**config.mk**
```make
export PLATFORM = sky130hd
export DESIGN_NAME = pidsc_cfg_regs
export DESIGN_NICKNAME = d
export VERILOG_FILES = /design/src/design/pidsc_pkg.sv /design/src/design/pidsc_cfg_regs.sv
export SDC_FILE = /design/constraint.sdc
export NUM_CORES = 1
export LEC_CHECK = 0
export ABC_AREA = 1
export CORE_MARGIN = 2
export CORE_UTILIZATION = 40
export DETAILED_ROUTE_END_ITERATION = 8
export DONT_BUFFER_PORTS = 1
export MAX_ROUTING_LAYER = met4
export PLACE_DENSITY = 0.59
export SLEW_MARGIN = 20
export SYNTH_ARGS = -nofsm -noshare
export SYNTH_HDL_FRONTEND = slang
export SYNTH_SLANG_ARGS = --single-unit
```
**constraint.sdc**
```tcl
create_clock -name clk -period 1.1 [get_ports clk]
set_clock_uncertainty 0.1 [all_clocks]
set_input_delay 0.055 -clock clk [delete_from_list [all_inputs] [get_ports clk]]
set_output_delay 0.055 -clock clk [all_outputs]
set_load 0.05 [all_outputs]
```
**src/design/pidsc_pkg.sv**
```systemverilog
// ----------------------------------------------------------------------------
// pidsc_pkg
// Shared widths, limits, register indexes and types of the speed PID block.
// ----------------------------------------------------------------------------
`default_nettype none

package pidsc_pkg;

  // field and internal widths
  localparam int TGT_W    = 15;  // target speed and measured speed
  localparam int GAIN_W   = 16;  // signed Q8.8 gains
  localparam int ERR_W    = 17;  // target minus measured
  localparam int DIFF_W   = 18;  // change in error
  localparam int ESUM_W   = 14;  // clamped integral
  localparam int ISUM_W   = 18;  // integral before clamping
  localparam int PPROD_W  = GAIN_W + ERR_W;
  localparam int IPROD_W  = GAIN_W + ESUM_W;
  localparam int DPROD_W  = GAIN_W + DIFF_W;
  localparam int ACC_W    = 36;  // sum of the three products plus headroom
  localparam int DRIVE_W  = 14;
  localparam int CFG_IDX_W  = 8;
  localparam int CFG_DATA_W = 16;

  // limits and scaling
  localparam int INTEGRAL_LIMIT = 5000;
  localparam int OUTPUT_LIMIT   = 7100;
  localparam int GAIN_FRAC_BITS = 8;

  // reset values of the registers
  localparam logic signed [TGT_W-1:0]  TARGET_RST = '0;
  localparam logic signed [GAIN_W-1:0] GAIN_P_RST = 16'sd3840;
  localparam logic signed [GAIN_W-1:0] GAIN_I_RST = 16'sd205;
  localparam logic signed [GAIN_W-1:0] GAIN_D_RST = 16'sd512;

  // register indexes
  typedef enum logic [CFG_IDX_W-1:0] {
    REG_TARGET_SPEED = 8'd0,
    REG_GAIN_P       = 8'd1,
    REG_GAIN_I       = 8'd2,
    REG_GAIN_D       = 8'd3
  } cfg_reg_t;

  // current register contents
  typedef struct packed {
    logic signed [TGT_W-1:0]  target_speed;
    logic signed [GAIN_W-1:0] gain_p;
    logic signed [GAIN_W-1:0] gain_i;
    logic signed [GAIN_W-1:0] gain_d;
  } pid_cfg_t;

  // loop state carried from one sample to the next
  typedef struct packed {
    logic signed [ESUM_W-1:0] error_sum;
    logic signed [ERR_W-1:0]  prev_error;
  } pid_state_t;

endpackage

`default_nettype wire

```
**src/design/pidsc_cfg_regs.sv**
```systemverilog
// ----------------------------------------------------------------------------
// pidsc_cfg_regs
// Configuration registers: target speed and the three loop gains.
// ----------------------------------------------------------------------------
`default_nettype none

module pidsc_cfg_regs (
  input  wire logic                             clk,
  input  wire logic                             rst_n,
  input  wire logic                             wr_en,
  input  wire logic [pidsc_pkg::CFG_IDX_W-1:0]  wr_index,
  input  wire logic [pidsc_pkg::CFG_DATA_W-1:0] wr_data,
  output pidsc_pkg::pid_cfg_t                   cfg
);
  import pidsc_pkg::*;

  pid_cfg_t cfg_r;
  pid_cfg_t cfg_nxt;

  // decode a register write, unknown indexes are dropped
  always_comb begin
    cfg_nxt = cfg_r;
    if (wr_en) begin
      case (cfg_reg_t'(wr_index))
        REG_TARGET_SPEED: cfg_nxt.target_speed = wr_data[TGT_W-1:0];
        REG_GAIN_P:       cfg_nxt.gain_p       = wr_data[GAIN_W-1:0];
        REG_GAIN_I:       cfg_nxt.gain_i       = wr_data[GAIN_W-1:0];
        REG_GAIN_D:       cfg_nxt.gain_d       = wr_data[GAIN_W-1:0];
        default:          cfg_nxt              = cfg_r;
      endcase
    end
  end

  always_ff @(posedge clk) begin
    if (!rst_n) begin
      cfg_r.target_speed <= TARGET_RST;
      cfg_r.gain_p       <= GAIN_P_RST;
      cfg_r.gain_i       <= GAIN_I_RST;
      cfg_r.gain_d       <= GAIN_D_RST;
    end else begin
      cfg_r <= cfg_nxt;
    end
  end

  assign cfg = cfg_r;

endmodule

`default_nettype wire

```
==> results.md, run 1 <==
- Status: finished, violations left
- Failing checks: hold timing
- Wirelength, routed: ~7 mm
- Leakage power: 1.556 nW
- Synth unique cells: 14
- Synth warn: 0
- Critical path origin: cfg[61]
- Buffers on Ports: 0
- Synth Area in XOR/XNOR: 0%
- Routed via count: 2512
- Yosys top cell by area: dfxtp_1
- # setup viols final: 0
- Max reg flops: 63
- Final Hold Slack: -0.2843 ns
- Buf/Inv on CP: 1
- First-pass GRT wire length: between 10 and 15 mm
- Critical path class: flop to output pin
- FF+latch count, synth: 63
- Commonest cells in the synthesized netlist: 73 x nand3_1, 70 x nand2_1, 63 x dfxtp_1, 56 x nor2_1, 53 x a21oi_1
- Num CTS Buffers: 9
- Hold Crit Class: input port to flop
- Share of the yosys chip area belonging to registers: about half
- Slew HR: 82.86%
- Post-layout net count: 447
- Cell Chain, Critical Path: buf_4
- Vias in the first global route: 2165
- Post-Synthesis Cells: 368
- Worst path depth: 1
- Reg2Reg Setup Slack: between 0.3 and 0.4 ns
- Final Cycle Share: 95.79%
- Chip height: 85.01 um
- CTS sink count: 63
- CTS tree: done
- Gpl congestion: about 0.79
- Post-CTS Setup Repair Bufs: 0
- Synth Area in Compound Gates: between 10% and 20%
- Final instance area: 3472 um^2
- Layout cells sized above 1: 21.18%
- Avg Cell Area, Syn: 7.133 um^2
- Largest family of logic cells by synthesized area: simple AND/OR/NAND/NOR gates
- Total of max-cap violations: 0
- Power per Cell Area: 1381 nW/um^2
- Grt ovf: 0
- DR iter-0 viols: 189
- Hpwl dp: 4.593 mm
- CTS root buffer: clkbuf_8
- Crit path capture: cfg[61]
- Crit path max fanout: 2
- R2R depth: 2
- Least-Margin Pin Slew: 0.2568 ns
- Peak supply drop: 1337 uV
- Via density: 5.004
- Simple-Gate Fraction of Synth Area: 33.03%
- Crit path launch type: flop
- Die area: 7227 um^2
- Pre-antenna DRT Iters: 4
- CP max stage delay: 0.35 ns
- Antenna violations before repair: 0
- Initial Util: 41.34%
- Core Area: around 6300 um^2
- ANT cells: 0
- Fin. max-slew vios: 0
- Worst R2R Start: cfg[36]
- # rows: 29
- Layout area overhead: 32.27%
- EDFF count, synth: 0
- Chip width: 85.01 um
- Post-route ant nets: 0
- Adder-Cell Fraction of Synth Area: 0%
- IO Pins: 90
- Worst Path Arrival: 0.90 ns
- Synth Net Count: 395
- H-tree depth: 3
- Clock edge transition at the registers on the reported setup and hold paths: 0.07 ns
- Clk_lat worst skew: about 0.34 ns
- Largest net degree at the start of global routing: 64
- Min cycle time layout: 1.054 ns
- DRC: 0
- Async SR Flop Fraction: 0%
- Total power: approximately 4.8 mW
- Dominant cell by count in the synthesized netlist: nand3_1
- R2R Path End: cfg[36]
- Synth Flop Type: dfxtp_1
- CP max stage cell: dfxtp_1
- CP delay by family, top: flip-flops
- Tot GR Track Use: 20.14%
- Main area contributors after synthesis: dfxtp_1 48%, nand3_1 14%, a21oi_1 10%
- Unrepaired setup endpoints after global routing: no
- CP Data Required Time: roughly 0.94 ns
- Post-synthesis mux area share: 0%
- Routed wire per std cell: 13.83 um
- Synth top area share: 48.05%
- CP Capture Type: output pin
- Area post-placement: 3194 um^2
- Final hold violations: 63
- FMAX: 949.1 MHz
- Syn Std Cell Area: about 2600 um^2
- Clk buf depth: 2
[cell type report]
cell class / count / area, um^2
flip-flops and latches: 63 / 1262
inverters: 19 / 71.32
repair buffers: 72 / 680.7
well taps: 77 / 96.34
clock inverters: 3 / 65.06
fillers: 620 / 2878
clock buffers: 13 / 158.9
multi-input cells: 255 / 1137
[layer usage]
metal | part of all wire, % | wire [um] | global-route usage [%]
met1 | 46 | 3167 | 25.81
met2 | 45 | 3092 | 28.69
met3 | 8.4 | 582 | 8.074
met4 | 1.4 | 99 | 7.215
met5 | 0 | 0 | -
[cell families after synthesis]
family | Yosys count
AND/OR/NAND/NOR | 202
flip-flops | 63
AO/OA/AOI/OAI | 53
buffers and inverters | 50
[cell usage in the layout (no fill, tap or decap), types with 2 or more instances in the layout]
| master | netlist | layout |
|---|---|---|
| nand3_1 | 73 | 73 |
| nand2_1 | 70 | 70 |
| dfxtp_1 | 63 | 62 |
| nor2_1 | 56 | 56 |
| a21oi_1 | 53 | 53 |
| buf_4 | 2 | 51 |
| inv_1 | 18 | 18 |
| buf_6 | 3 | 14 |
| clkbuf_8 | 0 | 11 |
| buf_12 | 0 | 7 |
| nor2_4 | 2 | 3 |
| bufinv_16 | 0 | 2 |
| clkbuf_1 | 8 | 2 |
[stage by stage]
step / utilization [%] / cells / setup TNS, ns / setup WS (ns)
after floorplan: - / 368 / 0 / 0.1011
after global placement: 50.31 / 486 / -0.007116 / -0.007116
after detailed placement: 50.31 / 486 / -0.2453 / -0.04097
after CTS: 53.91 / 502 / 0 / 0.01588
after global routing: 54.68 / 502 / 0 / 0.0002559
final: 54.68 / 502 / 0 / 0.04633
[timing repair]
action | 4_1_cts | 5_1_grt
endpoints found under the setup margin | 1 | 13
gates resized for setup | 2 | 13
hold endpoints to repair | 63 | 63
pin swaps | 0 | 0
[how the worst min path moves through the flow]
stage                          start       to  cells after the start
after floorplan           wr_data[9]   cfg[9]                      2
after global placement         rst_n  cfg[41]                      1
after detailed placement       rst_n  cfg[40]                      1
after CTS                      rst_n  cfg[40]                      1
after global routing           rst_n  cfg[42]                      1
final                          rst_n  cfg[19]                      1
[report_power, final]
part | internal [mW] | total, mW | switching, mW | leakage, nW
sequential | 2.29 | 2.29 | 0.00323 | 0.508
clock | 1.40 | 2.26 | 0.858 | 0.114
combinational | 0.0742 | 0.249 | 0.175 | 0.934
total | 3.76 | 4.79 | 1.04 | 1.56
Power figures use the tool's default switching activity.
==> run 2, diff against run 1 <==
Settings changed: ABC_AREA 1 to default.
==> run 2 against run 1 <==
Net effect:
- the flow still finishes with violations (hold timing)
- synthesized cell count down 36%
- flip-flop and latch count unchanged
- clock-buffer cell count down 1
- sequential power about the same
- synthesized area down 4.9%
- total power down 7.6%
- maximum frequency up 0.64%
- register-to-register slack about the same
- clock power down 11%
- largest cell class unchanged
- largest power group unchanged
==> results.md, run 2 <==
- # setup viols final: 0 (unchanged)
- Synth Area in Compound Gates: 0% (-10 points)
- Routed wire per std cell: 14.22 um (+2.9%)
- Chip height: 83.02 um (-2.3%)
- Gpl congestion: 0.7411 (-6.0%)
- Critical path class: flop to output pin
- Synth warn: 0 (unchanged)
- Power per Cell Area: 1342 nW/um^2 (-2.8%)
- Total power: 4.430 mW (-7.6%)
- Worst Path Arrival: 0.89 ns (about the same)
- Die area: 6891 um^2 (-4.6%)
- Antenna violations before repair: 0 (unchanged)
- Avg Cell Area, Syn: 10.54 um^2 (+48%)
- Cell Chain, Critical Path: buf_4
- Adder-Cell Fraction of Synth Area: 0% (unchanged)
- Post-route ant nets: 0 (unchanged)
- Chip width: 83.02 um (-2.3%)
- Initial Util: 41.69% (+0.35 points)
- Combinational power share: 2.8% (-2.4 points)
- Yosys top cell by area: dfxtp_1
- Least-Margin Pin Slew: 0.2739 ns (+0.01713 ns)
- Hpwl dp: 3.681 mm (-20%)
- Async SR Flop Fraction: 0% (unchanged)
- Status: finished, violations left
- Post-synthesis mux area share: 25.25% (+25 points)
- CP delay by family, top: flip-flops
- CP Capture Type: output pin
- Synth unique cells: 13 (-1)
- Setup slack after layout: 0.05304 ns (+0.006712 ns)
- Failing checks: hold timing
- Via density: 4.733 (-5.4%)
- Post-CTS Setup Repair Bufs: 0 (unchanged)
- DR iter-0 viols: 70 (-63%)
- Post-Synthesis Cells: 237 (-36%)
- NetSw: 0.9295 mW (-10%)
- Layout cells sized above 1: 27.94% (+6.8 points)
- Synth Net Count: 264 (-33%)
- Layout area overhead: 32.21% (about the same)
- Final hold violations: 63 (unchanged)
- Most common library cell in the layout ignoring fill and taps: nand2_1
- Vias in the first global route: 1786 (-18%)
- Fin. max-slew vios: 0 (unchanged)
- DRC: 0 (unchanged)
- Hold Crit Class: input port to flop
- Internal Power: 3.501 mW (-6.8%)
- Main area contributors after synthesis: dfxtp_1 51%, mux2i_1 25%, nand2_1 10%
- Num CTS Buffers: 9 (unchanged)
- Crit path launch type: flop
- CP Data Required Time: 0.94 ns (about the same)
- Total of max-cap violations: 0 (unchanged)
- Pre-antenna DRT Iters: 4 (unchanged)
- Buffers on Ports: 0 (unchanged)
- Peak supply drop: 792.2 uV (-41%)
- Buf/Inv on CP: 1 (unchanged)
- Routed via count: 1846 (-27%)
- Core Area: 5991 um^2 (-5.7%)
- Synth top area share: 50.50% (+2.5 points)
- Leakage power: 1.652 nW (+6.1%)
- Dominant cell by count in the synthesized netlist: nand2_1
- H-tree depth: 3 (unchanged)
- FF+latch count, synth: 63 (unchanged)
- Clock edge transition at the registers on the reported setup and hold paths: 0.06 ns (about the same)
- CTS sink count: 63 (unchanged)
- Wirelength, routed: 5.547 mm (-20%)
- Unrepaired setup endpoints after global routing: no
- Largest net degree at the start of global routing: 89 (+39%)
- EDFF count, synth: 0 (unchanged)
- Post-layout net count: 338 (-24%)
- CP max stage cell: dfxtp_1
- Clk buf depth: 2 (unchanged)
- Share of the yosys chip area belonging to registers: 50.50% (+2.5 points)
- Commonest cells in the synthesized netlist: 69 x nand2_1, 63 x dfxtp_1, 63 x mux2i_1, 19 x nor2b_1, 9 x clkbuf_1
- Min cycle time layout: 1.047 ns (-0.006712 ns)
- Slew HR: 81.66% (-1.2 points)
- Grt ovf: 0 (unchanged)
- CTS root buffer: clkbuf_8
- Simple-Gate Fraction of Synth Area: 18.54% (-14 points)
- Most frequent cells in the layout: 69 x nand2_1, 67 x buf_4, 63 x mux2i_1, 63 x dfxtp_1, 19 x nor2b_1
- Crit path max fanout: 2 (unchanged)
- Setup_tns: 0 ns (unchanged)
- Sw frac: 20.98% (-0.63 points)
- Final Cycle Share: 95.18% (-0.61 points)
- IO Pins: 90 (unchanged)
- Hold Buf Count CTS: 9
- Syn Std Cell Area: 2497 um^2 (-4.9%)
- Tot GR Track Use: 17.12% (-3.0 points)
- FMAX: 955.1 MHz (+0.64%)
- Worst slack, placed: -0.1495 ns (-0.1086 ns)
- Clk_lat worst skew: 0.33 ns (about the same)
- Power share of the clock group: 45.6% (-1.5 points)
- # rows: 28 (-3.4%)
- CTS tree: done
- Reg power frac: 51.6% (+3.9 points)
- ANT cells: 0 (unchanged)
- Largest family of logic cells by synthesized area: multiplexers
- Synth Flop Type: dfxtp_1
- Max reg flops: 63 (unchanged)
- Synth Area in XOR/XNOR: 0% (unchanged)
- CP max stage delay: 0.35 ns (about the same)
- First-pass GRT wire length: 9.073 mm (-17%)
- Final Hold Slack: -0.2202 ns (+0.06409 ns)
==> run 2: cell count changes in the layout (fill, tap and decap cells not counted), moves of 9 or more <==
cell           before  now
a21oi_1            53    0
buf_4              51   67
buf_6              14    2
dlygate4sd3_1       0    9
inv_1              18    0
mux2i_1             0   63
nand3_1            73    0
nor2_1             56    0
nor2b_1             0   19
==> run 2: layout make-up <==
class / count / area (um^2)
Clock inverter: 3 / 42.54
Sequential cell: 63 / 1261
Tap cell: 75 / 93.84
Fill cell: 562 / 2689
Clock buffer: 12 / 155.1
Multi-Input combinational cell: 157 / 1094
Timing Repair Buffer: 80 / 655.6
==> run 2: final timing paths <==
kind	startpoint	to	slack (ns)	cells after the start
min	rst_n	cfg[55]	-0.22	2
max	cfg[24]	cfg[24]	0.05	1
max reg2reg	cfg[42]	cfg[42]	0.37	2
min reg2reg	cfg[45]	cfg[45]	0.36	2
==> run 2: timing repair <==
item | CTS | global route
gates resized for setup | 0 | 2
hold endpoints to repair | 63 | 63
setup endpoints to repair | 0 | 2
==> run 2: cells by family after synthesis <==
| logic type | count (synthesis) |
|---|---|
| AND/OR/NAND/NOR | 94 |
| multiplexers | 63 |
| flip-flops | 63 |
| buffers and inverters | 17 |
==> run 2: power by group through the flow <==
stage                     clock network, mW  logic, mW  registers, mW
after floorplan                           0      0.102           2.35
final                                  2.02      0.125           2.28
after global placement                    0     0.0957           2.34
after detailed placement                  0     0.0949           2.34
after global routing                   2.17      0.136           2.28
after CTS                              2.06      0.126           2.28
==> run 2: stage by stage <==
stage          instances  utilization, %  cell area [um^2]
6_report             390           55.12              3302
5_1_grt              390           55.12              3302
4_1_cts              390           54.99              3294
3_5_place_dp         366           50.19              3007
3_3_place_gp         366           50.19              3007
2_1_floorplan        237               -              2497
==> run 2: layer usage <==
metal / GRT usage, % / wire length (um) / vias up / share of wire, %
li1: - / - / 925 / -
met1: 21.08 / 2581 / 850 / 47
met2: 25.29 / 2453 / 62 / 44
met3: 6.262 / 413 / 9 / 7.4
met4: 7.303 / 98 / 0 / 1.8
met5: - / 0 / - / 0
